[src/rtl/ngfp_pkg.sv]
// Shared types, character codes and arithmetic constants of the GGA fix parser.
// Used by the front end, the line queue, the back end, the top level and the checker.
package ngfp_pkg;

	// Fraction digits kept per coordinate field (valid range 1 to 7).
	localparam int FRACTION_DIGITS = 5;

	localparam int WHOLE_W   = 17;
	localparam int WHOLE_MAX = 131071;
	localparam int FRAC_W    = $clog2(10 ** FRACTION_DIGITS);
	localparam int CNT_W     = 3;
	localparam int TIME_W    = 7;
	localparam int COORD_W   = 31;
	localparam int COORD_MAX = 1800000000;
	localparam int E7        = 10000000;
	localparam int E7_W      = $clog2(E7 + 1);

	// Degrees are the whole part divided by 100, done with a reciprocal multiply.
	localparam int DEG_W = $clog2(WHOLE_MAX / 100 + 1);
	localparam int DIV100_SHIFT = 27;
	localparam longint DIV100_K = ((longint'(1) << DIV100_SHIFT) + 99) / 100;
	localparam int DIV100_K_W = $clog2(DIV100_K + 1);
	localparam int DEG_E7_W = DEG_W + E7_W;

	// Minutes scaled to 1e7 per degree: floor(M * 10^7 / (60 * 10^F)).
	localparam int MIN_MUL = (FRACTION_DIGITS <= 6) ? 10 ** (6 - FRACTION_DIGITS) : 1;
	localparam int MIN_DIV = (FRACTION_DIGITS <= 6) ? 6 : 60;
	localparam int RECIP_SHIFT = (FRACTION_DIGITS <= 6) ? 33 : 36;
	localparam longint RECIP_K = ((longint'(1) << RECIP_SHIFT) + MIN_DIV - 1) / MIN_DIV;
	localparam int RECIP_W = $clog2(RECIP_K + 1);
	localparam int M_W = $clog2(longint'(101) * (10 ** FRACTION_DIGITS));
	localparam int N_W = $clog2(longint'(101) * (10 ** FRACTION_DIGITS) * MIN_MUL);
	localparam int SUM_W = DEG_E7_W + 1;

	// Local time arithmetic.
	localparam int MIN_PER_HOUR  = 60;
	localparam int HOURS_PER_DAY = 24;
	localparam int TIME_SAT      = 99;

	// Character codes.
	localparam logic [7:0] CHAR_NUL   = 8'h00;
	localparam logic [7:0] CHAR_NL    = 8'h0A;
	localparam logic [7:0] CHAR_COMMA = 8'h2C;
	localparam logic [7:0] CHAR_POINT = 8'h2E;
	localparam logic [7:0] CHAR_D0    = 8'h30;
	localparam logic [7:0] CHAR_D9    = 8'h39;
	localparam logic [47:0] TAG_PATTERN = 48'h24474E474741;

	// Field positions within a line.
	localparam logic [4:0] FIELD_TIME     = 5'd1;
	localparam logic [4:0] FIELD_LAT      = 5'd2;
	localparam logic [4:0] FIELD_LON      = 5'd4;
	localparam logic [4:0] FIX_MIN_FIELDS = 5'd5;
	localparam logic [4:0] FIELD_MAX      = 5'd31;
	localparam logic [2:0] TIME_DIGITS    = 3'd6;

	// Configuration port.
	localparam int CFG_IDX_W  = 1;
	localparam int CFG_DATA_W = 6;
	localparam int OFFSET_H_W = 5;
	localparam int OFFSET_M_W = 6;
	localparam logic [CFG_IDX_W-1:0] CFG_OFFSET_HOURS   = 1'b0;
	localparam logic [CFG_IDX_W-1:0] CFG_OFFSET_MINUTES = 1'b1;

	// Result stream layout, lowest bit first.
	localparam int TDATA_W   = 104;
	localparam int LAT_LSB   = 0;
	localparam int LON_LSB   = 31;
	localparam int UTC_H_LSB = 62;
	localparam int UTC_M_LSB = 69;
	localparam int UTC_S_LSB = 76;
	localparam int LOC_H_LSB = 83;
	localparam int LOC_M_LSB = 90;
	localparam int LOC_S_LSB = 97;

	// Line queue depth.
	localparam int QDEPTH = 4;
	localparam int QPTR_W = $clog2(QDEPTH);

	typedef struct packed {
		logic [WHOLE_W-1:0] whole;
		logic [FRAC_W-1:0]  frac;
		logic [CNT_W-1:0]   cnt;
	} coord_t;

	// One finished tagged line, as handed from the front end to the back end.
	typedef struct packed {
		logic        fix;
		coord_t      lat;
		coord_t      lon;
		logic [23:0] time_digits;
		logic [2:0]  time_cnt;
	} line_rec_t;

	typedef struct packed {
		logic [TIME_W-1:0] hour;
		logic [TIME_W-1:0] minute;
		logic [TIME_W-1:0] second;
		logic [TIME_W-1:0] local_hour;
		logic [TIME_W-1:0] local_minute;
	} time_t;

	function automatic logic [31:0] pow10(input logic [2:0] k);
		case (k)
			3'd0: return 32'd1;
			3'd1: return 32'd10;
			3'd2: return 32'd100;
			3'd3: return 32'd1000;
			3'd4: return 32'd10000;
			3'd5: return 32'd100000;
			3'd6: return 32'd1000000;
			3'd7: return 32'd10000000;
			default: return 32'd1;
		endcase
	endfunction

endpackage

[src/rtl/nmea_gga_fix_parser.sv]
// The parser takes one received character per transfer on the s_ side, every cycle
// while s_tready is high, and reports one result on the m_ side for each newline that
// closes a line containing the "$GNGGA" tag: a fix with coordinates and times, or status
// 1 when there is no fix. A result passes through a six-stage arithmetic pipeline; a
// four-line queue in front of that pipeline lets input keep flowing while results wait,
// and s_tready drops only while that queue holds four finished lines, which can happen
// only while m_tready holds the pipeline back. Offsets are written through cfg_we,
// cfg_idx and cfg_wdata and take effect on every line that has not yet left stage 1.
// Depends on ngfp_pkg, ngfp_front, ngfp_queue and ngfp_back.
module nmea_gga_fix_parser (
	input  logic                              clk,
	input  logic                              arst_n,
	input  logic                              s_tvalid,
	output logic                              s_tready,
	input  logic [7:0]                        s_tdata,   // rx_byte
	output logic                              m_tvalid,
	input  logic                              m_tready,
	output logic [ngfp_pkg::TDATA_W-1:0]      m_tdata,   // lat_e7, lon_e7, utc_hour,
	                                                     // utc_minute, utc_second,
	                                                     // local_hour, local_minute,
	                                                     // local_second
	output logic                              m_tuser,   // status
	input  logic                              cfg_we,
	input  logic [ngfp_pkg::CFG_IDX_W-1:0]    cfg_idx,
	input  logic [ngfp_pkg::CFG_DATA_W-1:0]   cfg_wdata
);
	import ngfp_pkg::*;

	logic [OFFSET_H_W-1:0] offset_hours_q;
	logic [OFFSET_M_W-1:0] offset_minutes_q;
	logic                  q_push;
	logic                  q_pop;
	logic                  q_full;
	logic                  q_empty;
	line_rec_t             wr_rec;
	line_rec_t             rd_rec;

	always_ff @(posedge clk or negedge arst_n) begin
		if (!arst_n) begin
			offset_hours_q   <= OFFSET_H_W'(5);
			offset_minutes_q <= OFFSET_M_W'(30);
		end else if (cfg_we) begin
			case (cfg_idx)
				CFG_OFFSET_HOURS:   offset_hours_q   <= cfg_wdata[OFFSET_H_W-1:0];
				CFG_OFFSET_MINUTES: offset_minutes_q <= cfg_wdata[OFFSET_M_W-1:0];
				default: ;
			endcase
		end
	end

	ngfp_front u_front (
		.clk      (clk),
		.arst_n   (arst_n),
		.s_tvalid (s_tvalid),
		.s_tready (s_tready),
		.s_tdata  (s_tdata),
		.q_full   (q_full),
		.q_push   (q_push),
		.q_rec    (wr_rec)
	);

	ngfp_queue u_queue (
		.clk    (clk),
		.arst_n (arst_n),
		.push   (q_push),
		.wr_rec (wr_rec),
		.full   (q_full),
		.pop    (q_pop),
		.rd_rec (rd_rec),
		.empty  (q_empty)
	);

	ngfp_back u_back (
		.clk            (clk),
		.arst_n         (arst_n),
		.q_empty        (q_empty),
		.q_pop          (q_pop),
		.q_rec          (rd_rec),
		.offset_hours   (offset_hours_q),
		.offset_minutes (offset_minutes_q),
		.m_tvalid       (m_tvalid),
		.m_tready       (m_tready),
		.m_tdata        (m_tdata),
		.m_tuser        (m_tuser)
	);

endmodule

[src/rtl/ngfp_front.sv]
// Front end of the GGA fix parser: takes one byte per transfer, tracks the tag and fields,
// and pushes a line record into the queue at each newline of a tagged line. Uses ngfp_pkg.
module ngfp_front (
	input  logic                clk,
	input  logic                arst_n,
	input  logic                s_tvalid,
	output logic                s_tready,
	input  logic [7:0]          s_tdata,
	input  logic                q_full,
	output logic                q_push,
	output ngfp_pkg::line_rec_t q_rec
);
	import ngfp_pkg::*;

	logic [39:0]  tag_window_q;
	logic         tag_seen_q;
	logic [4:0]   field_count_q;
	logic [23:0]  time_digits_q;
	logic [2:0]   time_cnt_q;
	coord_t       lat_q;
	coord_t       lon_q;
	logic         lat_present_q;
	logic         after_point_q;

	logic         accept;
	logic         is_digit;
	logic [3:0]   digit;
	logic [47:0]  window;

	function automatic coord_t take_digit(input coord_t acc, input logic [3:0] d,
			input logic ap);
		coord_t r;
		logic [WHOLE_W+3:0] v;
		r = acc;
		v = (WHOLE_W+4)'(acc.whole) * (WHOLE_W+4)'(10) + (WHOLE_W+4)'(d);
		if (!ap) begin
			r.whole = (v > (WHOLE_W+4)'(WHOLE_MAX)) ? WHOLE_W'(WHOLE_MAX) : WHOLE_W'(v);
		end else if (acc.cnt < CNT_W'(FRACTION_DIGITS)) begin
			r.frac = FRAC_W'(acc.frac) * FRAC_W'(10) + FRAC_W'(d);
			r.cnt  = acc.cnt + CNT_W'(1);
		end
		return r;
	endfunction

	assign s_tready = !q_full;
	assign accept   = s_tvalid && s_tready;
	assign is_digit = s_tdata inside {[CHAR_D0:CHAR_D9]};
	assign digit    = s_tdata[3:0];
	assign window   = {tag_window_q, s_tdata};

	assign q_push = accept && (s_tdata == CHAR_NL) && tag_seen_q;

	always_comb begin
		q_rec.fix         = (field_count_q >= FIX_MIN_FIELDS) && lat_present_q;
		q_rec.lat         = lat_q;
		q_rec.lon         = lon_q;
		q_rec.time_digits = time_digits_q;
		q_rec.time_cnt    = time_cnt_q;
	end

	always_ff @(posedge clk or negedge arst_n) begin
		if (!arst_n) begin
			tag_window_q  <= '0;
			tag_seen_q    <= 1'b0;
			field_count_q <= '0;
			time_digits_q <= '0;
			time_cnt_q    <= '0;
			lat_q         <= '0;
			lon_q         <= '0;
			lat_present_q <= 1'b0;
			after_point_q <= 1'b0;
		end else if (accept && (s_tdata != CHAR_NUL)) begin
			if (s_tdata == CHAR_NL) begin
				tag_window_q  <= '0;
				tag_seen_q    <= 1'b0;
				field_count_q <= '0;
				time_digits_q <= '0;
				time_cnt_q    <= '0;
				lat_q         <= '0;
				lon_q         <= '0;
				lat_present_q <= 1'b0;
				after_point_q <= 1'b0;
			end else begin
				tag_window_q <= window[39:0];
				if (window == TAG_PATTERN) begin
					tag_seen_q <= 1'b1;
				end
				if (s_tdata == CHAR_COMMA) begin
					if (field_count_q != FIELD_MAX) begin
						field_count_q <= field_count_q + 5'd1;
					end
					after_point_q <= 1'b0;
				end else begin
					case (field_count_q)
						FIELD_TIME: begin
							if (is_digit && (time_cnt_q < TIME_DIGITS)) begin
								time_digits_q[4*time_cnt_q +: 4] <= digit;
								time_cnt_q <= time_cnt_q + 3'd1;
							end
						end
						FIELD_LAT: begin
							lat_present_q <= 1'b1;
							if (is_digit) begin
								lat_q <= take_digit(lat_q, digit, after_point_q);
							end else if (s_tdata == CHAR_POINT) begin
								after_point_q <= 1'b1;
							end
						end
						FIELD_LON: begin
							if (is_digit) begin
								lon_q <= take_digit(lon_q, digit, after_point_q);
							end else if (s_tdata == CHAR_POINT) begin
								after_point_q <= 1'b1;
							end
						end
						default: ;
					endcase
				end
			end
		end
	end

endmodule

[src/rtl/ngfp_queue.sv]
// Small line queue between the front end and the back end of the GGA fix parser.
// Holds whole line records in registers; depends on ngfp_pkg.
module ngfp_queue (
	input  logic                clk,
	input  logic                arst_n,
	input  logic                push,
	input  ngfp_pkg::line_rec_t wr_rec,
	output logic                full,
	input  logic                pop,
	output ngfp_pkg::line_rec_t rd_rec,
	output logic                empty
);
	import ngfp_pkg::*;

	line_rec_t         mem_q [QDEPTH];
	logic [QPTR_W-1:0] wr_ptr_q;
	logic [QPTR_W-1:0] rd_ptr_q;
	logic [QPTR_W:0]   count_q;
	logic              do_push;
	logic              do_pop;

	assign full    = (count_q == (QPTR_W+1)'(QDEPTH));
	assign empty   = (count_q == '0);
	assign do_push = push && !full;
	assign do_pop  = pop && !empty;
	assign rd_rec  = mem_q[rd_ptr_q];

	always_ff @(posedge clk) begin
		if (do_push) begin
			mem_q[wr_ptr_q] <= wr_rec;
		end
	end

	always_ff @(posedge clk or negedge arst_n) begin
		if (!arst_n) begin
			wr_ptr_q <= '0;
			rd_ptr_q <= '0;
			count_q  <= '0;
		end else begin
			if (do_push) begin
				wr_ptr_q <= (wr_ptr_q == QPTR_W'(QDEPTH - 1)) ? '0 : wr_ptr_q + QPTR_W'(1);
			end
			if (do_pop) begin
				rd_ptr_q <= (rd_ptr_q == QPTR_W'(QDEPTH - 1)) ? '0 : rd_ptr_q + QPTR_W'(1);
			end
			if (do_push && !do_pop) begin
				count_q <= count_q + (QPTR_W+1)'(1);
			end else if (do_pop && !do_push) begin
				count_q <= count_q - (QPTR_W+1)'(1);
			end
		end
	end

endmodule

[src/rtl/ngfp_back.sv]
// Back end of the GGA fix parser: a six-stage pipeline that turns a line record into
// decimal-degree coordinates and UTC and local time. Depends on ngfp_pkg.
module ngfp_back (
	input  logic                          clk,
	input  logic                          arst_n,
	input  logic                          q_empty,
	output logic                          q_pop,
	input  ngfp_pkg::line_rec_t           q_rec,
	input  logic [ngfp_pkg::OFFSET_H_W-1:0] offset_hours,
	input  logic [ngfp_pkg::OFFSET_M_W-1:0] offset_minutes,
	output logic                          m_tvalid,
	input  logic                          m_tready,
	output logic [ngfp_pkg::TDATA_W-1:0]  m_tdata,   // lat_e7, lon_e7, utc_hour,
	                                                 // utc_minute, utc_second, local_hour,
	                                                 // local_minute, local_second
	output logic                          m_tuser    // status
);
	import ngfp_pkg::*;

	localparam int DP_W = WHOLE_W + DIV100_K_W;
	localparam int QP_W = N_W + RECIP_W;

	logic en;

	// Stage 1: degrees by reciprocal, fraction scaled to full width, time pairs.
	logic               vld_s1, fix_s1;
	logic [WHOLE_W-1:0] whole_s1  [2];
	logic [DEG_W-1:0]   deg_s1    [2];
	logic [FRAC_W-1:0]  scaled_s1 [2];
	time_t              tm_s1;
	// Stage 2: minutes of the whole part, degrees times 1e7, local minute.
	logic               vld_s2, fix_s2;
	logic [6:0]         mm_s2     [2];
	logic [DEG_E7_W-1:0] dege7_s2 [2];
	logic [FRAC_W-1:0]  scaled_s2 [2];
	logic [7:0]         lh_raw_s2;
	time_t              tm_s2;
	// Stage 3: minutes as one fixed-point value, local hour.
	logic               vld_s3, fix_s3;
	logic [M_W-1:0]     minv_s3   [2];
	logic [DEG_E7_W-1:0] dege7_s3 [2];
	time_t              tm_s3;
	// Stage 4: minutes scaled toward the division.
	logic               vld_s4, fix_s4;
	logic [N_W-1:0]     n_s4      [2];
	logic [DEG_E7_W-1:0] dege7_s4 [2];
	time_t              tm_s4;
	// Stage 5: division by reciprocal.
	logic               vld_s5, fix_s5;
	logic [N_W-1:0]     q_s5      [2];
	logic [DEG_E7_W-1:0] dege7_s5 [2];
	time_t              tm_s5;
	// Stage 6: output register.
	logic               vld_s6, status_s6;
	logic [COORD_W-1:0] coord_s6  [2];
	time_t              tm_s6;
	logic [TIME_W-1:0]  sec_s6;

	coord_t             src       [2];
	logic [DEG_W-1:0]   deg_c     [2];
	logic [FRAC_W-1:0]  scaled_c  [2];
	logic [DP_W-1:0]    deg_prod  [2];
	logic [QP_W-1:0]    q_prod    [2];
	logic [SUM_W-1:0]   sum_c     [2];
	logic [COORD_W-1:0] coord_c   [2];
	time_t              tm_c1;
	time_t              tm_c2;
	time_t              tm_c3;
	logic [7:0]         lm_raw;
	logic               lm_carry;
	logic [7:0]         lm_adj;
	logic [7:0]         lh_adj;

	function automatic logic [TIME_W-1:0] time_pair(input logic [23:0] digits,
			input logic [2:0] cnt, input int k);
		logic [3:0] d0;
		logic [3:0] d1;
		d0 = digits[8*k +: 4];
		d1 = digits[8*k+4 +: 4];
		if (cnt >= 3'(2*k + 2)) begin
			return TIME_W'(d0) * TIME_W'(10) + TIME_W'(d1);
		end else if (cnt == 3'(2*k + 1)) begin
			return TIME_W'(d0);
		end
		return '0;
	endfunction

	assign en       = !vld_s6 || m_tready;
	assign q_pop    = en && !q_empty;
	assign m_tvalid = vld_s6;
	assign m_tuser  = status_s6;
	assign m_tdata  = {sec_s6, tm_s6.local_minute, tm_s6.local_hour, tm_s6.second,
		tm_s6.minute, tm_s6.hour, coord_s6[1], coord_s6[0]};

	always_comb begin
		src[0] = q_rec.lat;
		src[1] = q_rec.lon;
		for (int i = 0; i < 2; i++) begin
			deg_prod[i] = DP_W'(src[i].whole) * DP_W'(DIV100_K);
			deg_c[i]    = DEG_W'(deg_prod[i] >> DIV100_SHIFT);
			scaled_c[i] = FRAC_W'(32'(src[i].frac) * pow10(CNT_W'(FRACTION_DIGITS) - src[i].cnt));
			q_prod[i]   = QP_W'(n_s4[i]) * QP_W'(RECIP_K);
			sum_c[i]    = SUM_W'(dege7_s5[i]) + SUM_W'(q_s5[i]);
			coord_c[i]  = (sum_c[i] > SUM_W'(COORD_MAX)) ? COORD_W'(COORD_MAX)
				: COORD_W'(sum_c[i]);
		end
		tm_c1.hour         = time_pair(q_rec.time_digits, q_rec.time_cnt, 0);
		tm_c1.minute       = time_pair(q_rec.time_digits, q_rec.time_cnt, 1);
		tm_c1.second       = time_pair(q_rec.time_digits, q_rec.time_cnt, 2);
		tm_c1.local_hour   = '0;
		tm_c1.local_minute = '0;
		// Local minute wraps once and carries into the hour.
		lm_raw   = 8'(tm_s1.minute) + 8'(offset_minutes);
		lm_carry = (lm_raw >= 8'(MIN_PER_HOUR));
		lm_adj   = lm_carry ? lm_raw - 8'(MIN_PER_HOUR) : lm_raw;
		lh_adj   = (lh_raw_s2 >= 8'(HOURS_PER_DAY)) ? lh_raw_s2 - 8'(HOURS_PER_DAY) : lh_raw_s2;
		tm_c2              = tm_s1;
		tm_c2.local_minute = (lm_adj > 8'(TIME_SAT)) ? TIME_W'(TIME_SAT) : TIME_W'(lm_adj);
		tm_c3              = tm_s2;
		tm_c3.local_hour   = (lh_adj > 8'(TIME_SAT)) ? TIME_W'(TIME_SAT) : TIME_W'(lh_adj);
	end

	always_ff @(posedge clk or negedge arst_n) begin
		if (!arst_n) begin
			vld_s1 <= 1'b0;
			vld_s2 <= 1'b0;
			vld_s3 <= 1'b0;
			vld_s4 <= 1'b0;
			vld_s5 <= 1'b0;
			vld_s6 <= 1'b0;
		end else if (en) begin
			vld_s1 <= !q_empty;
			vld_s2 <= vld_s1;
			vld_s3 <= vld_s2;
			vld_s4 <= vld_s3;
			vld_s5 <= vld_s4;
			vld_s6 <= vld_s5;
		end
	end

	always_ff @(posedge clk) begin
		if (en) begin
			fix_s1 <= q_rec.fix;
			tm_s1  <= tm_c1;
			for (int i = 0; i < 2; i++) begin
				whole_s1[i]  <= src[i].whole;
				deg_s1[i]    <= deg_c[i];
				scaled_s1[i] <= scaled_c[i];
			end

			fix_s2 <= fix_s1;
			tm_s2  <= tm_c2;
			lh_raw_s2 <= 8'(tm_s1.hour) + 8'(offset_hours) + 8'(lm_carry);
			for (int i = 0; i < 2; i++) begin
				mm_s2[i]     <= 7'(whole_s1[i] - WHOLE_W'(deg_s1[i]) * WHOLE_W'(100));
				dege7_s2[i]  <= DEG_E7_W'(deg_s1[i]) * DEG_E7_W'(E7);
				scaled_s2[i] <= scaled_s1[i];
			end

			fix_s3 <= fix_s2;
			tm_s3  <= tm_c3;
			for (int i = 0; i < 2; i++) begin
				minv_s3[i]  <= M_W'(mm_s2[i]) * M_W'(10 ** FRACTION_DIGITS) + M_W'(scaled_s2[i]);
				dege7_s3[i] <= dege7_s2[i];
			end

			fix_s4 <= fix_s3;
			tm_s4  <= tm_s3;
			for (int i = 0; i < 2; i++) begin
				n_s4[i]     <= N_W'(minv_s3[i]) * N_W'(MIN_MUL);
				dege7_s4[i] <= dege7_s3[i];
			end

			fix_s5 <= fix_s4;
			tm_s5  <= tm_s4;
			for (int i = 0; i < 2; i++) begin
				q_s5[i]     <= N_W'(q_prod[i] >> RECIP_SHIFT);
				dege7_s5[i] <= dege7_s4[i];
			end

			// A line without a fix reports status only, every other field zero.
			status_s6 <= !fix_s5;
			tm_s6     <= fix_s5 ? tm_s5 : '0;
			sec_s6    <= fix_s5 ? tm_s5.second : '0;
			for (int i = 0; i < 2; i++) begin
				coord_s6[i] <= fix_s5 ? coord_c[i] : '0;
			end
		end
	end

endmodule

[config.mk]
export PLATFORM = sky130hd
export DESIGN_NAME = nmea_gga_fix_parser
export DESIGN_NICKNAME = d
export VERILOG_FILES = /design/src/rtl/ngfp_pkg.sv /design/src/rtl/nmea_gga_fix_parser.sv /design/src/rtl/ngfp_front.sv /design/src/rtl/ngfp_queue.sv /design/src/rtl/ngfp_back.sv
export SDC_FILE = /design/constraint.sdc
export NUM_CORES = 2
export LEC_CHECK = 0
export BUFFER_PORTS_ARGS = -buffer_cell sky130_fd_sc_hd__buf_2
export CELL_PAD_IN_SITES_DETAIL_PLACEMENT = 2
export CELL_PAD_IN_SITES_GLOBAL_PLACEMENT = 2
export CORE_ASPECT_RATIO = 2
export CORE_MARGIN = 2
export CORE_UTILIZATION = 46
export CTS_CLUSTER_DIAMETER = 30
export CTS_CLUSTER_SIZE = 10
export DETAILED_ROUTE_END_ITERATION = 10
export PLACE_DENSITY = 0.82
export REMOVE_ABC_BUFFERS = 1
export SETUP_SLACK_MARGIN = 0.05
export SYNTH_ARGS = -nofsm -noshare
export SYNTH_HDL_FRONTEND = slang
export SYNTH_SLANG_ARGS = --single-unit
[constraint.sdc]
create_clock -name clk -period 30.4 [get_ports clk]
set_input_delay 4.56 -clock clk [delete_from_list [all_inputs] [get_ports clk]]
set_output_delay 4.56 -clock clk [all_outputs]
set_load 0.05 [all_outputs]
==> implementation parameters <==
Parameter                              Value

Outcome
  Outcome    finished, final reports clean

Cells and area
  Layout cell share with drive strength beyond 1    7.86%
  FF/Latch Area    39300 µm²
  Multi-input combinational cell area    56900 µm²
  Most frequent cells in the layout    sky130_fd_sc_hd__inv_1, sky130_fd_sc_hd__ha_1, sky130_fd_sc_hd__edfxtp_1
  Most common library cell in the layout ignoring fill and taps    sky130_fd_sc_hd__inv_1
  NumNets Final    11200
  Filler Cells Inserted    21300
  Signed area change from the synthesized netlist to the final layout    11.2%

Hold path
  Count of cells along the worst hold path    0
  Min-delay src    u_back.dege7_s2[0][4]
  HP Class    reg2reg
  Endpoint, Worst Hold    u_back.dege7_s3[0][11]

CTS
  Worst-Skew Late Latency    880 ps
  TritonCTS clock tree    yes
  CTS Buf Count    223
  Root Driver    sky130_fd_sc_hd__clkbuf_16
  Post-CTS Setup Repair Bufs    0
  Deepest clock path buffer count    4
  Cells resized by post-CTS repair    0
  H-Tree Level Count    4
  Clock Pin Slew Worst Setup and Hold Paths    60 ps
  Hold Buf Count CTS    0
  Clock sinks    1338

Floorplan
  Standard-cell rows    245
  Die ar.    227000 µm²
  Die height    672 µm
  Area inside the core boundary    222000 µm²
  Die X    338 µm
  Ports placed on the boundary    127
  Effective utilization at floorplan    46.2%

Detailed routing
  DR vias    68200
  Mean number of vias per cell    5.67
  Avg WL per Cell    27.7 µm
  Post-detailed-route DRC marker count    0
  DRT Wirelength    333000 µm
  Number of nets with antenna violations after routing    0
  Iteration count of the initial detailed-routing pass    5
  DRC violation total after the first TritonRoute iteration    3369

STA
  Unrepaired setup endpoints after global routing    no
  Relative slew slack    16.4%
  Worst Skew    91.1 ps
  Final Setup Violations    0
  Tmin final    10000 ps
  Max-slew violation total from the final report    0
  Count of final hold-check violations    0
  TNS Setup    0 ps
  F_max    100 MHz
  Share of the clock period used by the worst path    32.9%
  Least-Margin Pin Slew    1220 ps

Setup path
  Launching point of the worst reg2reg path    u_queue.rd_ptr_q[0]
  Slowest stage cell, crit path    sky130_fd_sc_hd__dfrtp_4
  Cell with the most instances on the worst path    sky130_fd_sc_hd__xnor2_1
  Setup slack on the worst flop-to-flop path    20400 ps
  Startpoint type of the worst setup path    flip-flop
  Kind of end point of the critical path    flip-flop
  Worst Reg2Reg Path Length in Cells    25
  Kind of cell adding the most delay to the critical path    adder cells
  Slowest stage delay, CP    890 ps
  Critical path peak fanout    40
  Endpoint of the worst-slack reg-to-reg timing path    u_back.scaled_s1[0][33]
  Required time of the critical path    30970 ps
  Crit path DAT    10580 ps
  Type of the worst setup path    reg2reg
  Critical path buffer and inverter count    5

Synth
  Part of the Yosys area used for sequential elements    38.3%
  Prevailing post-synth register cell    sky130_fd_sc_hd__edfxtp_1
  Async set-reset flop share out of synthesis    12.9%
  Mapped Cells    8631
  Number of enable flip-flop cells after synthesis    1165
  Synthesis-stage register bit count    1338
  Warning count from the yosys run    0
  Post-synthesis cell area    103000 µm²
  Average size of a mapped cell    11.9 µm²
  Unique cell type count in the Yosys netlist    88

Placement
  Placer's final routability congestion estimate    0.918
  Estimated wirelength of the detail-placed design    245000 µm
  IO Port Bufs    126

Run
  Number of maximum-capacitance constraint violations    0

GRT
  Global-route wire length before repair    512000 µm
  Pin count of the biggest net entering global routing    176
  Number of global-route vias before repair    83500
  Total global routing track utilization    29.8%
  Initial antenna violation count    5
  Overflow after GRT    0
metal layers:
metal,wire length [µm],track usage [%]
met2,192000,59.6
met5,0,0
met1,111000,28.8
met4,21800,17.3
met3,7870,2.86
registers in the layout (all words and copies together), names as in the netlist, 50 cells and up:
register / cells
u_back.dege7_s3: 56
u_back.dege7_s4: 56
u_back.dege7_s2: 56
u_back.n_s4: 52
u_front.q_rec: 74
u_back.q_s5: 50
u_back.coord_s6: 62
u_back.dege7_s5: 56
u_queue.mem_q: 408
synth_stat cells, drive strengths merged, types with 23 or more instances:
master	count	area share [%]
xor2	153	1.3
edfxtp	1165	34
buf	29	0.15
a21boi	23	0.17
dfrtp	167	4.1
a21oi	290	1.4
mux4	94	2.1
a21o	125	0.91
nand3	97	0.47
o21a	48	0.35
clkbuf	104	0.38
a211oi	42	0.33
nand4	36	0.22
inv	1566	5.7
and3	91	0.55
nor2b	68	0.41
and2	132	0.80
o21ai	298	1.5
a31oi	38	0.23
ha	1446	18
fa	874	17
nor3	127	0.62
nor2	315	1.2
or3	30	0.18
mux2	32	0.35
nand2	517	1.9
xnor2	317	2.7
nand2b	54	0.33
or2	31	0.19
o21bai	26	0.19
layout make-up:
cell class	instances	area share, %
antenna	2	0.00439
clock buffer	277	5.11
clock inverter	121	1.27
inverter	1566	5.15
multi-input combinational	5594	49.9
sequential	1338	34.5
tap	2964	3.25
timing repair buffer	168	0.858
how the worst max path moves through the flow:
stage,startpoint,cells past startpoint,to
global placement,u_queue.rd_ptr_q[0],26,u_back.scaled_s1[0][33]
finish,u_queue.rd_ptr_q[0],25,u_back.scaled_s1[0][33]
CTS,u_queue.rd_ptr_q[0],25,u_back.scaled_s1[0][33]
detailed placement,u_queue.rd_ptr_q[0],25,u_back.scaled_s1[0][33]
global route,u_queue.rd_ptr_q[0],28,u_back.scaled_s1[0][33]
floorplan,m_tready,7,u_queue.count_q[1]
cell families after synthesis:
group	Yosys count	synth area share, %
xor gates and xnor gates	473	4.08
DFF	1338	38.3
buffers and inverters	1699	6.26
and+or+nand+nor	1575	7.43
AOI/OAI and AO/OA	1084	6.70
adders and majority gates	2321	34.7
muxes	141	2.56
stage by stage:
stage	hold slack (ps)	instance area, µm²	std cells	setup slack, ps	util, %
final	372	114000	12000	20400	51.4
after global routing	371	114000	12000	19720	51.4
after CTS	364	114000	12000	20300	51.4
after detailed placement	405	107000	11600	20520	48.1
after global placement	401	107000	11600	20980	48.1
after floorplan	400	102000	8498	4860	-
Power is not shown: default switching activity piles up to over one toggle a cycle in this logic, so the estimate is an artifact.
